--- config.mk ---
export PLATFORM = sky130hd
export DESIGN_NAME = ray_segment_nearest_hit_top
export DESIGN_NICKNAME = d
export VERILOG_FILES = /design/src/hdl/rsnh_pkg.sv /design/src/hdl/rsnh_dp.sv /design/src/hdl/rsnh_ctrl.sv /design/src/hdl/ray_segment_nearest_hit_top.sv
export SDC_FILE = /design/constraint.sdc
export NUM_CORES = 2
export LEC_CHECK = 0
export BUFFER_PORTS_ARGS = -buffer_cell sky130_fd_sc_hd__buf_2
export CAP_MARGIN = 20
export CORE_UTILIZATION = 65
export CTS_CLUSTER_DIAMETER = 200
export CTS_CLUSTER_SIZE = 10
export DETAILED_ROUTE_END_ITERATION = 8
export PLACE_DENSITY = 0.83
export SLEW_MARGIN = 20
export SYNTH_ARGS = -nofsm -noshare
export SYNTH_HDL_FRONTEND = slang
export SYNTH_SLANG_ARGS = --single-unit
--- constraint.sdc ---
create_clock -name aclk -period 13.8 [get_ports aclk]
set_input_delay 2.76 -clock aclk [delete_from_list [all_inputs] [get_ports aclk]]
set_output_delay 2.76 -clock aclk [all_outputs]
set_load 0.02 [all_outputs]
--- src/hdl/rsnh_pkg.sv ---
// Shared types, widths and codes for the ray segment nearest hit block.
`default_nettype none

package rsnh_pkg;

    // Field widths.
    localparam int COORD_BITS      = 24;
    localparam int PARAM_FRAC_BITS = 16;
    localparam int T_BITS          = 24;

    // Derived datapath widths: differences, products, cross products, scaled numerator, divider step count.
    localparam int DIFF_W  = COORD_BITS + 1;
    localparam int PROD_W  = 2 * DIFF_W;
    localparam int CROSS_W = PROD_W + 1;
    localparam int NUM_W   = CROSS_W + PARAM_FRAC_BITS;
    localparam int CNT_W   = $clog2(T_BITS);

    // Item mode codes.
    localparam logic MODE_BEGIN   = 1'b0;
    localparam logic MODE_SEGMENT = 1'b1;

    // Input word.
    typedef struct packed {
        logic                          mode;
        logic signed [COORD_BITS-1:0]  first_x;
        logic signed [COORD_BITS-1:0]  first_y;
        logic signed [COORD_BITS-1:0]  second_x;
        logic signed [COORD_BITS-1:0]  second_y;
        logic                          world_check;
        logic                          last;
    } in_word_t;

    // Result word.
    typedef struct packed {
        logic                          hit;
        logic        [T_BITS-1:0]      hit_t;
        logic signed [COORD_BITS-1:0]  hit_start_x;
        logic signed [COORD_BITS-1:0]  hit_start_y;
        logic signed [COORD_BITS-1:0]  hit_end_x;
        logic signed [COORD_BITS-1:0]  hit_end_y;
    } out_word_t;

    // Multiply steps: each cross product is a load of one product and a subtract of another.
    typedef enum logic [2:0] {
        MS_DEN_A = 3'd0,   // den  = ry*sx
        MS_DEN_B = 3'd1,   // den -= rx*sy
        MS_TN_A  = 3'd2,   // tn   = wy*sx
        MS_TN_B  = 3'd3,   // tn  -= wx*sy
        MS_UN_A  = 3'd4,   // un   = wy*rx
        MS_UN_B  = 3'd5    // un  -= wx*ry
    } mul_step_t;

    // Commands from the controller to the datapath.
    typedef struct packed {
        logic      load_item;
        logic      mul_en;
        mul_step_t mul_step;
        logic      div_init;
        logic      div_sat;
        logic      div_step;
        logic      update_best;
        logic      emit;
    } dp_cmd_t;

    // Status from the datapath to the controller.
    typedef struct packed {
        logic tests_enabled;
        logic seg_ok;
        logic div_sat;
    } dp_sts_t;

endpackage

`default_nettype wire

--- src/hdl/rsnh_dp.sv ---
// Datapath: ray and segment registers, shared multiplier, cross products, divider, best hit.
`default_nettype none

module rsnh_dp (
    input  wire logic              aclk,
    input  wire logic              aresetn,
    input  wire rsnh_pkg::in_word_t  s_data,
    input  wire rsnh_pkg::dp_cmd_t   cmd,
    output rsnh_pkg::dp_sts_t        sts,
    output rsnh_pkg::out_word_t      m_data
);

    localparam int CW  = rsnh_pkg::COORD_BITS;
    localparam int DW  = rsnh_pkg::DIFF_W;
    localparam int PW  = rsnh_pkg::PROD_W;
    localparam int XW  = rsnh_pkg::CROSS_W;
    localparam int NW  = rsnh_pkg::NUM_W;
    localparam int TB  = rsnh_pkg::T_BITS;
    localparam int PFB = rsnh_pkg::PARAM_FRAC_BITS;

    // Ray state.
    logic signed [CW-1:0] ray_from_x_reg, ray_from_y_reg;
    logic signed [DW-1:0] rx_reg, ry_reg;
    logic                 tests_enabled_reg;

    // Current segment and its differences.
    logic signed [CW-1:0] seg_c_x_reg, seg_c_y_reg, seg_d_x_reg, seg_d_y_reg;
    logic signed [DW-1:0] sx_reg, sy_reg, wx_reg, wy_reg;

    // Multiplier pipeline and cross product accumulators.
    logic signed [PW-1:0] prod_reg;
    logic                 prod_valid_reg;
    rsnh_pkg::mul_step_t  prod_step_reg;
    logic signed [DW-1:0] op_a, op_b;
    logic signed [PW-1:0] mul_out;
    logic signed [XW-1:0] prod_ext;
    logic signed [XW-1:0] den_reg, tn_reg, un_reg;

    // Divider.
    logic [XW-1:0] rem_reg;
    logic [TB-1:0] lo_reg;
    logic [TB-1:0] quot_reg;
    logic [NW-1:0] num_scaled;
    logic [XW-1:0] den_u;
    logic [XW:0]   cand;
    logic [XW:0]   cand_diff;
    logic          cand_ge;

    // Best hit record.
    logic                 best_found_reg;
    logic [TB-1:0]        best_t_reg;
    logic signed [CW-1:0] best_c_x_reg, best_c_y_reg, best_d_x_reg, best_d_y_reg;

    rsnh_pkg::out_word_t m_data_reg;

    // Operand selection for the shared multiplier.
    always_comb begin
        op_a = ry_reg;
        op_b = sx_reg;
        unique case (cmd.mul_step)
            rsnh_pkg::MS_DEN_A: begin op_a = ry_reg; op_b = sx_reg; end
            rsnh_pkg::MS_DEN_B: begin op_a = rx_reg; op_b = sy_reg; end
            rsnh_pkg::MS_TN_A:  begin op_a = wy_reg; op_b = sx_reg; end
            rsnh_pkg::MS_TN_B:  begin op_a = wx_reg; op_b = sy_reg; end
            rsnh_pkg::MS_UN_A:  begin op_a = wy_reg; op_b = rx_reg; end
            rsnh_pkg::MS_UN_B:  begin op_a = wx_reg; op_b = ry_reg; end
            default:            begin op_a = ry_reg; op_b = sx_reg; end
        endcase
    end

    assign mul_out  = PW'(op_a) * PW'(op_b);
    assign prod_ext = XW'(prod_reg);

    // Segment test: the denominator must be positive, t must not be negative and u must lie in [0, 1].
    assign sts.tests_enabled = tests_enabled_reg;
    assign sts.seg_ok = !den_reg[XW-1] && (den_reg != '0) && !tn_reg[XW-1]
                        && !un_reg[XW-1] && (un_reg <= den_reg);

    // Divider: the top part of the scaled numerator seeds the remainder.
    assign num_scaled = {tn_reg, {PFB{1'b0}}};
    assign den_u      = den_reg;
    assign sts.div_sat = (rem_reg >= den_u);
    assign cand       = {rem_reg, lo_reg[TB-1]};
    assign cand_diff  = cand - {1'b0, den_u};
    assign cand_ge    = (cand >= {1'b0, den_u});

    assign m_data = m_data_reg;

    // Ray registers and the best hit record carry reset values.
    always_ff @(posedge aclk) begin
        if (!aresetn) begin
            ray_from_x_reg    <= '0;
            ray_from_y_reg    <= '0;
            rx_reg            <= '0;
            ry_reg            <= '0;
            tests_enabled_reg <= 1'b0;
            best_found_reg    <= 1'b0;
            best_t_reg        <= '1;
            best_c_x_reg      <= '0;
            best_c_y_reg      <= '0;
            best_d_x_reg      <= '0;
            best_d_y_reg      <= '0;
            prod_valid_reg    <= 1'b0;
        end else begin
            prod_valid_reg <= cmd.mul_en;
            if (cmd.load_item && s_data.mode == rsnh_pkg::MODE_BEGIN) begin
                ray_from_x_reg    <= s_data.first_x;
                ray_from_y_reg    <= s_data.first_y;
                rx_reg            <= DW'(s_data.second_x) - DW'(s_data.first_x);
                ry_reg            <= DW'(s_data.second_y) - DW'(s_data.first_y);
                tests_enabled_reg <= s_data.world_check;
            end
            if ((cmd.load_item && s_data.mode == rsnh_pkg::MODE_BEGIN) || cmd.emit) begin
                best_found_reg <= 1'b0;
                best_t_reg     <= '1;
                best_c_x_reg   <= '0;
                best_c_y_reg   <= '0;
                best_d_x_reg   <= '0;
                best_d_y_reg   <= '0;
            end else if (cmd.update_best && (!best_found_reg || quot_reg < best_t_reg)) begin
                best_found_reg <= 1'b1;
                best_t_reg     <= quot_reg;
                best_c_x_reg   <= seg_c_x_reg;
                best_c_y_reg   <= seg_c_y_reg;
                best_d_x_reg   <= seg_d_x_reg;
                best_d_y_reg   <= seg_d_y_reg;
            end
        end
    end

    // Segment capture, product accumulation, division and result word.
    always_ff @(posedge aclk) begin
        if (cmd.load_item && s_data.mode == rsnh_pkg::MODE_SEGMENT) begin
            seg_c_x_reg <= s_data.first_x;
            seg_c_y_reg <= s_data.first_y;
            seg_d_x_reg <= s_data.second_x;
            seg_d_y_reg <= s_data.second_y;
            sx_reg      <= DW'(s_data.second_x) - DW'(s_data.first_x);
            sy_reg      <= DW'(s_data.second_y) - DW'(s_data.first_y);
            wx_reg      <= DW'(s_data.first_x) - DW'(ray_from_x_reg);
            wy_reg      <= DW'(s_data.first_y) - DW'(ray_from_y_reg);
        end

        if (cmd.mul_en) begin
            prod_reg      <= mul_out;
            prod_step_reg <= cmd.mul_step;
        end

        if (prod_valid_reg) begin
            unique case (prod_step_reg)
                rsnh_pkg::MS_DEN_A: den_reg <= prod_ext;
                rsnh_pkg::MS_DEN_B: den_reg <= den_reg - prod_ext;
                rsnh_pkg::MS_TN_A:  tn_reg  <= prod_ext;
                rsnh_pkg::MS_TN_B:  tn_reg  <= tn_reg - prod_ext;
                rsnh_pkg::MS_UN_A:  un_reg  <= prod_ext;
                rsnh_pkg::MS_UN_B:  un_reg  <= un_reg - prod_ext;
                default:            un_reg  <= un_reg;
            endcase
        end

        if (cmd.div_init) begin
            rem_reg  <= XW'(num_scaled[NW-1:TB]);
            lo_reg   <= num_scaled[TB-1:0];
            quot_reg <= '0;
        end else if (cmd.div_sat) begin
            quot_reg <= '1;
        end else if (cmd.div_step) begin
            rem_reg  <= cand_ge ? cand_diff[XW-1:0] : cand[XW-1:0];
            lo_reg   <= {lo_reg[TB-2:0], 1'b0};
            quot_reg <= {quot_reg[TB-2:0], cand_ge};
        end

        if (cmd.emit) begin
            m_data_reg.hit         <= best_found_reg;
            m_data_reg.hit_t       <= best_t_reg;
            m_data_reg.hit_start_x <= best_c_x_reg;
            m_data_reg.hit_start_y <= best_c_y_reg;
            m_data_reg.hit_end_x   <= best_d_x_reg;
            m_data_reg.hit_end_y   <= best_d_y_reg;
        end
    end

endmodule

`default_nettype wire

--- src/hdl/rsnh_ctrl.sv ---
// Controller: sequences multiply steps, the divider, the best hit update and result output.
`default_nettype none

module rsnh_ctrl (
    input  wire logic              aclk,
    input  wire logic              aresetn,
    input  wire logic              s_valid,
    output logic                   s_ready,
    input  wire logic              s_mode,
    input  wire logic              s_last,
    output logic                   m_valid,
    input  wire logic              m_ready,
    output rsnh_pkg::dp_cmd_t      cmd,
    input  wire rsnh_pkg::dp_sts_t sts
);

    localparam int CNT_W = rsnh_pkg::CNT_W;

    typedef enum logic [2:0] {
        ST_IDLE,
        ST_MUL,
        ST_DRAIN,
        ST_CHECK,
        ST_SATCHK,
        ST_DIV,
        ST_UPDATE,
        ST_FINISH
    } state_t;

    state_t              state_reg, state_next;
    rsnh_pkg::mul_step_t mstep_reg, mstep_next;
    logic [CNT_W-1:0]    count_reg, count_next;
    logic                last_reg, last_next;
    logic                out_full_reg, out_full_next;

    assign s_ready = (state_reg == ST_IDLE);
    assign m_valid = out_full_reg;

    // Next state and commands.
    always_comb begin
        state_next    = state_reg;
        mstep_next    = mstep_reg;
        count_next    = count_reg;
        last_next     = last_reg;
        cmd           = '0;
        cmd.mul_step  = mstep_reg;
        unique case (state_reg)
            ST_IDLE: begin
                if (s_valid) begin
                    cmd.load_item = 1'b1;
                    last_next     = s_last;
                    mstep_next    = rsnh_pkg::MS_DEN_A;
                    if (s_mode == rsnh_pkg::MODE_SEGMENT && sts.tests_enabled) begin
                        state_next = ST_MUL;
                    end else begin
                        state_next = ST_FINISH;
                    end
                end
            end
            ST_MUL: begin
                cmd.mul_en = 1'b1;
                unique case (mstep_reg)
                    rsnh_pkg::MS_DEN_A: mstep_next = rsnh_pkg::MS_DEN_B;
                    rsnh_pkg::MS_DEN_B: mstep_next = rsnh_pkg::MS_TN_A;
                    rsnh_pkg::MS_TN_A:  mstep_next = rsnh_pkg::MS_TN_B;
                    rsnh_pkg::MS_TN_B:  mstep_next = rsnh_pkg::MS_UN_A;
                    rsnh_pkg::MS_UN_A:  mstep_next = rsnh_pkg::MS_UN_B;
                    default:            state_next = ST_DRAIN;
                endcase
            end
            ST_DRAIN: begin
                // The last product is accumulated in this cycle.
                state_next = ST_CHECK;
            end
            ST_CHECK: begin
                if (sts.seg_ok) begin
                    cmd.div_init = 1'b1;
                    state_next   = ST_SATCHK;
                end else begin
                    state_next = ST_FINISH;
                end
            end
            ST_SATCHK: begin
                count_next = '0;
                if (sts.div_sat) begin
                    cmd.div_sat = 1'b1;
                    state_next  = ST_UPDATE;
                end else begin
                    state_next = ST_DIV;
                end
            end
            ST_DIV: begin
                cmd.div_step = 1'b1;
                count_next   = count_reg + 1'b1;
                if (count_reg == CNT_W'(rsnh_pkg::T_BITS - 1)) begin
                    state_next = ST_UPDATE;
                end
            end
            ST_UPDATE: begin
                cmd.update_best = 1'b1;
                state_next      = ST_FINISH;
            end
            ST_FINISH: begin
                if (!last_reg) begin
                    state_next = ST_IDLE;
                end else if (!out_full_reg || m_ready) begin
                    cmd.emit   = 1'b1;
                    state_next = ST_IDLE;
                end
            end
            default: state_next = ST_IDLE;
        endcase
    end

    // Output word holding flag.
    always_comb begin
        out_full_next = out_full_reg;
        if (cmd.emit) begin
            out_full_next = 1'b1;
        end else if (m_ready) begin
            out_full_next = 1'b0;
        end
    end

    // State and registered control.
    always_ff @(posedge aclk) begin
        if (!aresetn) begin
            state_reg    <= ST_IDLE;
            mstep_reg    <= rsnh_pkg::MS_DEN_A;
            count_reg    <= '0;
            last_reg     <= 1'b0;
            out_full_reg <= 1'b0;
        end else begin
            state_reg    <= state_next;
            mstep_reg    <= mstep_next;
            count_reg    <= count_next;
            last_reg     <= last_next;
            out_full_reg <= out_full_next;
        end
    end

endmodule

`default_nettype wire

--- src/hdl/ray_segment_nearest_hit_top.sv ---
// Top level of the ray segment nearest hit block: controller plus datapath.
//
// Channel | Ports                      | Word
// --------+----------------------------+-----------------------------------------
// input   | s_valid, s_ready, s_data   | mode, ray or segment end points, flags
// result  | m_valid, m_ready, m_data   | hit, nearest t, winning segment
//
// A begin item, or a segment when tests are off, goes straight to the finish state.
// A tested segment makes six passes through the one 25x25 multiplier and is checked;
// a hit then saturates or runs a restoring divider that makes one quotient bit a cycle.
// Reset is synchronous and active low; it clears the ray and the best hit record.
// A finished result waits in an output register; a stalled result channel holds only
// an item with last set, in its final cycle.
`default_nettype none

module ray_segment_nearest_hit_top (
    input  wire logic                aclk,
    input  wire logic                aresetn,
    input  wire logic                s_valid,
    output logic                     s_ready,
    input  wire rsnh_pkg::in_word_t  s_data,
    output logic                     m_valid,
    input  wire logic                m_ready,
    output rsnh_pkg::out_word_t      m_data
);

    rsnh_pkg::dp_cmd_t cmd;
    rsnh_pkg::dp_sts_t sts;

    // Sequencing.
    rsnh_ctrl u_ctrl (
        .aclk    (aclk),
        .aresetn (aresetn),
        .s_valid (s_valid),
        .s_ready (s_ready),
        .s_mode  (s_data.mode),
        .s_last  (s_data.last),
        .m_valid (m_valid),
        .m_ready (m_ready),
        .cmd     (cmd),
        .sts     (sts)
    );

    // Arithmetic and storage.
    rsnh_dp u_dp (
        .aclk    (aclk),
        .aresetn (aresetn),
        .s_data  (s_data),
        .cmd     (cmd),
        .sts     (sts),
        .m_data  (m_data)
    );

endmodule

`default_nettype wire
==> flow_summary.ini <==
[setup_path]
required_ns = 14.25
crit_slowest_cell = dfxtp_4
crit_type = reg2reg
end_kind = flip-flop
cp_num_buf_inv = 7
crit_family = compound AO/OA/AOI/OAI gates
cpPeakStageDelay_ns = 0.78
start_kind = flip-flop
path_max_fanout = 60
cp.arrival_ns = 11.06
cpMostUsedCell = fa_1

[synth]
yosysMostFrequentCell = nand2_1
synth_common_cells = nand2_1, inv_1, fa_1, nor2_1, edfxtp_1
synthArstFlopShare_pct = 0
yosys-top-cells-area = edfxtp_1, fa_1, ha_1
yosysSeqAreaShare_pct = 31.1
synthCells = 7705
synthFlopType = edfxtp_1
synth_top_area_share_pct = 23.7
yosysTopAreaCell = edfxtp_1
synth_seq_cells = 840
synthesis.area_sq_um = 72600
syn_area_per_cell_sq_um = 9.42
ys_types = 82
synth-warning-count = 0
synth_fp_nets = 9038
synth_edf_count = 574

[clock_network]
cts_tree = done
clkTransAtPathRegs_ns = 0.06
htree_levels = 3
insertion_delay_ns = 0.74
root_buffer = clkbuf_16
cts_buffer_depth = 3
clock-sinks = 840
cts_resized = 0
hold_buffers = 0
cts_buffers = 94
cts_setup_buffers = 0

[die]
die_area_sq_um = 113000
fp.dieH_um = 336
start_util_pct = 65.6
core_area_sq_um = 111000
io_pins = 226
rows = 122
chipWidth_um = 336

[pwr]
switching_power_mw = 9.56
power-per-cell-area_nw_per_um2 = 250
internal_power_mw = 9.97
seq_power_share_pct = 20.4
pwr-share-comb_pct = 67.5
vdd_drop_max_v = 0.000508
switching_share_pct = 48.9
power_leakage_nw = 35.0
p_clk_share_pct = 12.1

[timing]
max_freq_mhz = 94.2
maxSlewHeadroom_pct = 23.9
hold_slack_ns = 0.428
finalSetupViolations = 0
rsz0062_at_grt = false
hold_viol_final = 0
slew_violations = 0
min_period_ns = 10.61
final.setup.tns_ns = 0
min_period_over_period_pct = 76.9
finalClockSkew_ns = 0.0521
tightest_slew_ns = 1.13

[placement]
postPlaceCellArea_sq_um = 75200
dp_hpwl_mm = 160
portBuffers = 225
gp_congestion = 0.997

[layout]
fill_cells = 8072
final_util_pct = 70.5
layout-drive-gt1-share_pct = 6.68
nets = 9123
area_delta_synth_final_pct = 7.42
largest_register_ffs = 121
stdcell_area_sq_um = 78000

[detailed_routing]
wl_met2_mm = 93.7
drcViolationCount = 0
totalWireLength_mm = 208
met1_length_mm = 78.6
first_pass_iters = 6
drtAntennaViolNets = 0
wl_per_cell_um = 22.2
wl_met3_mm = 22.5
drtIter0Drc = 6600
via_per_inst = 6.24
via_count = 58400
dr.max_layer_used = met5

[global_route]
antenna_found_initial = 11
gr-usage-all-layers_pct = 37.3
grt_max_degree = 100
gr-total-overflow = 0
grt_pass1_vias = 59300
grt_pass1_wl_mm = 325

[flow_run]
maxCapViolCount = 0

[worst_hold_path]
hold_path_class = reg2reg

[run_status]
outcome = finished, final reports clean
==> power groups by stage <==
stage                     Sequential [mW]  Clock [mW]  Combinational (mW)
after global placement               3.99           0                12.4
final                                3.98        2.37                13.2
after floorplan                      3.79           0                9.58
after CTS                            3.95        2.37                13.0
after detailed placement             4.00           0                12.8
after global routing                 4.01        2.46                14.6
==> kinds of logic (layout without fill, tap and decap cells) <==
logic type	Yosys count	count (layout)	share of synthesized area, %
simple gates	2198	2198	13.3
buf+inv	1260	1420	6.56
fa+ha+maj	1230	1230	28.1
xor+xnor	304	304	3.67
compound gates	1691	1691	14.8
other cells	0	6	0
mux	182	182	2.56
flops	840	840	31.1
==> routing by layer <==
layer,up-vias,GRT usage (%)
met4,6,20.5
met5,-,0
met3,720,8.75
met1,28300,47.5
li1,26300,-
met2,3081,58.8
==> layout make-up <==
type | instances | area, sq um | area share (%)
Tap cell | 1488 | 1860 | 2.39
Clock inverter | 8 | 176 | 0.226
Clock buffer | 163 | 2620 | 3.36
Multi-Input combinational cell | 5605 | 45500 | 58.3
Timing Repair Buffer | 308 | 1770 | 2.27
Sequential cell | 840 | 22600 | 28.9
Antenna cell | 6 | 15.0 | 0.0192
Inverter | 941 | 3530 | 4.53
==> worst reg2reg max path: cells and delay by family, from the launching register on <==
kind	cells	cell delay (ns)
buf+inv	7	1.08
fa+ha+maj	8	3.86
compound gates	11	3.93
mux	1	0.47
flops	1	0.78
simple gates	1	0.15
xor+xnor	1	0.09
==> placed cells by master, fill, tap and decap left out, types with 68 or more instances in the layout <==
cell	netlist	final
nand2_1	1011	1009
inv_1	941	940
fa_1	666	666
nor2_1	604	603
edfxtp_1	574	574
ha_1	564	564
o21ai_0	457	453
a21oi_1	404	397
dfxtp_1	266	263
a21o_1	249	249
buf_2	19	225
xnor2_1	192	192
mux2i_1	154	152
nand2b_1	128	127
xor2_1	112	112
clkbuf_16	0	94
nor2b_1	86	84
o21a_1	82	82
buf_4	3	81
nand3_1	74	74
a31oi_1	74	74
nand4_1	70	70
clkbuf_1	273	68
==> stage by stage <==
step	cells	power (mW)	setup slack, ns
6_report	9359	19.5	3.19
5_1_grt	9358	21.1	2.78
4_1_cts	9352	19.3	3.36
3_5_place_dp	9181	16.8	3.34
3_3_place_gp	9180	16.4	3.39
2_1_floorplan	7705	13.4	4.77
==> worst paths after layout <==
path                                          end             startpoint  slack (ns)  cells after the start
worst min-delay path              u_dp.m_data[14]  u_dp.best_d_y_reg[14]        0.43                      0
worst max register to register  u_dp.prod_reg[49]    u_ctrl.mstep_reg[0]        3.19                     29
worst min register to register    u_dp.m_data[14]  u_dp.best_d_y_reg[14]        0.43                      0
worst max-delay path            u_dp.prod_reg[49]    u_ctrl.mstep_reg[0]        3.19                     29
(Power assumes the default switching activity.)
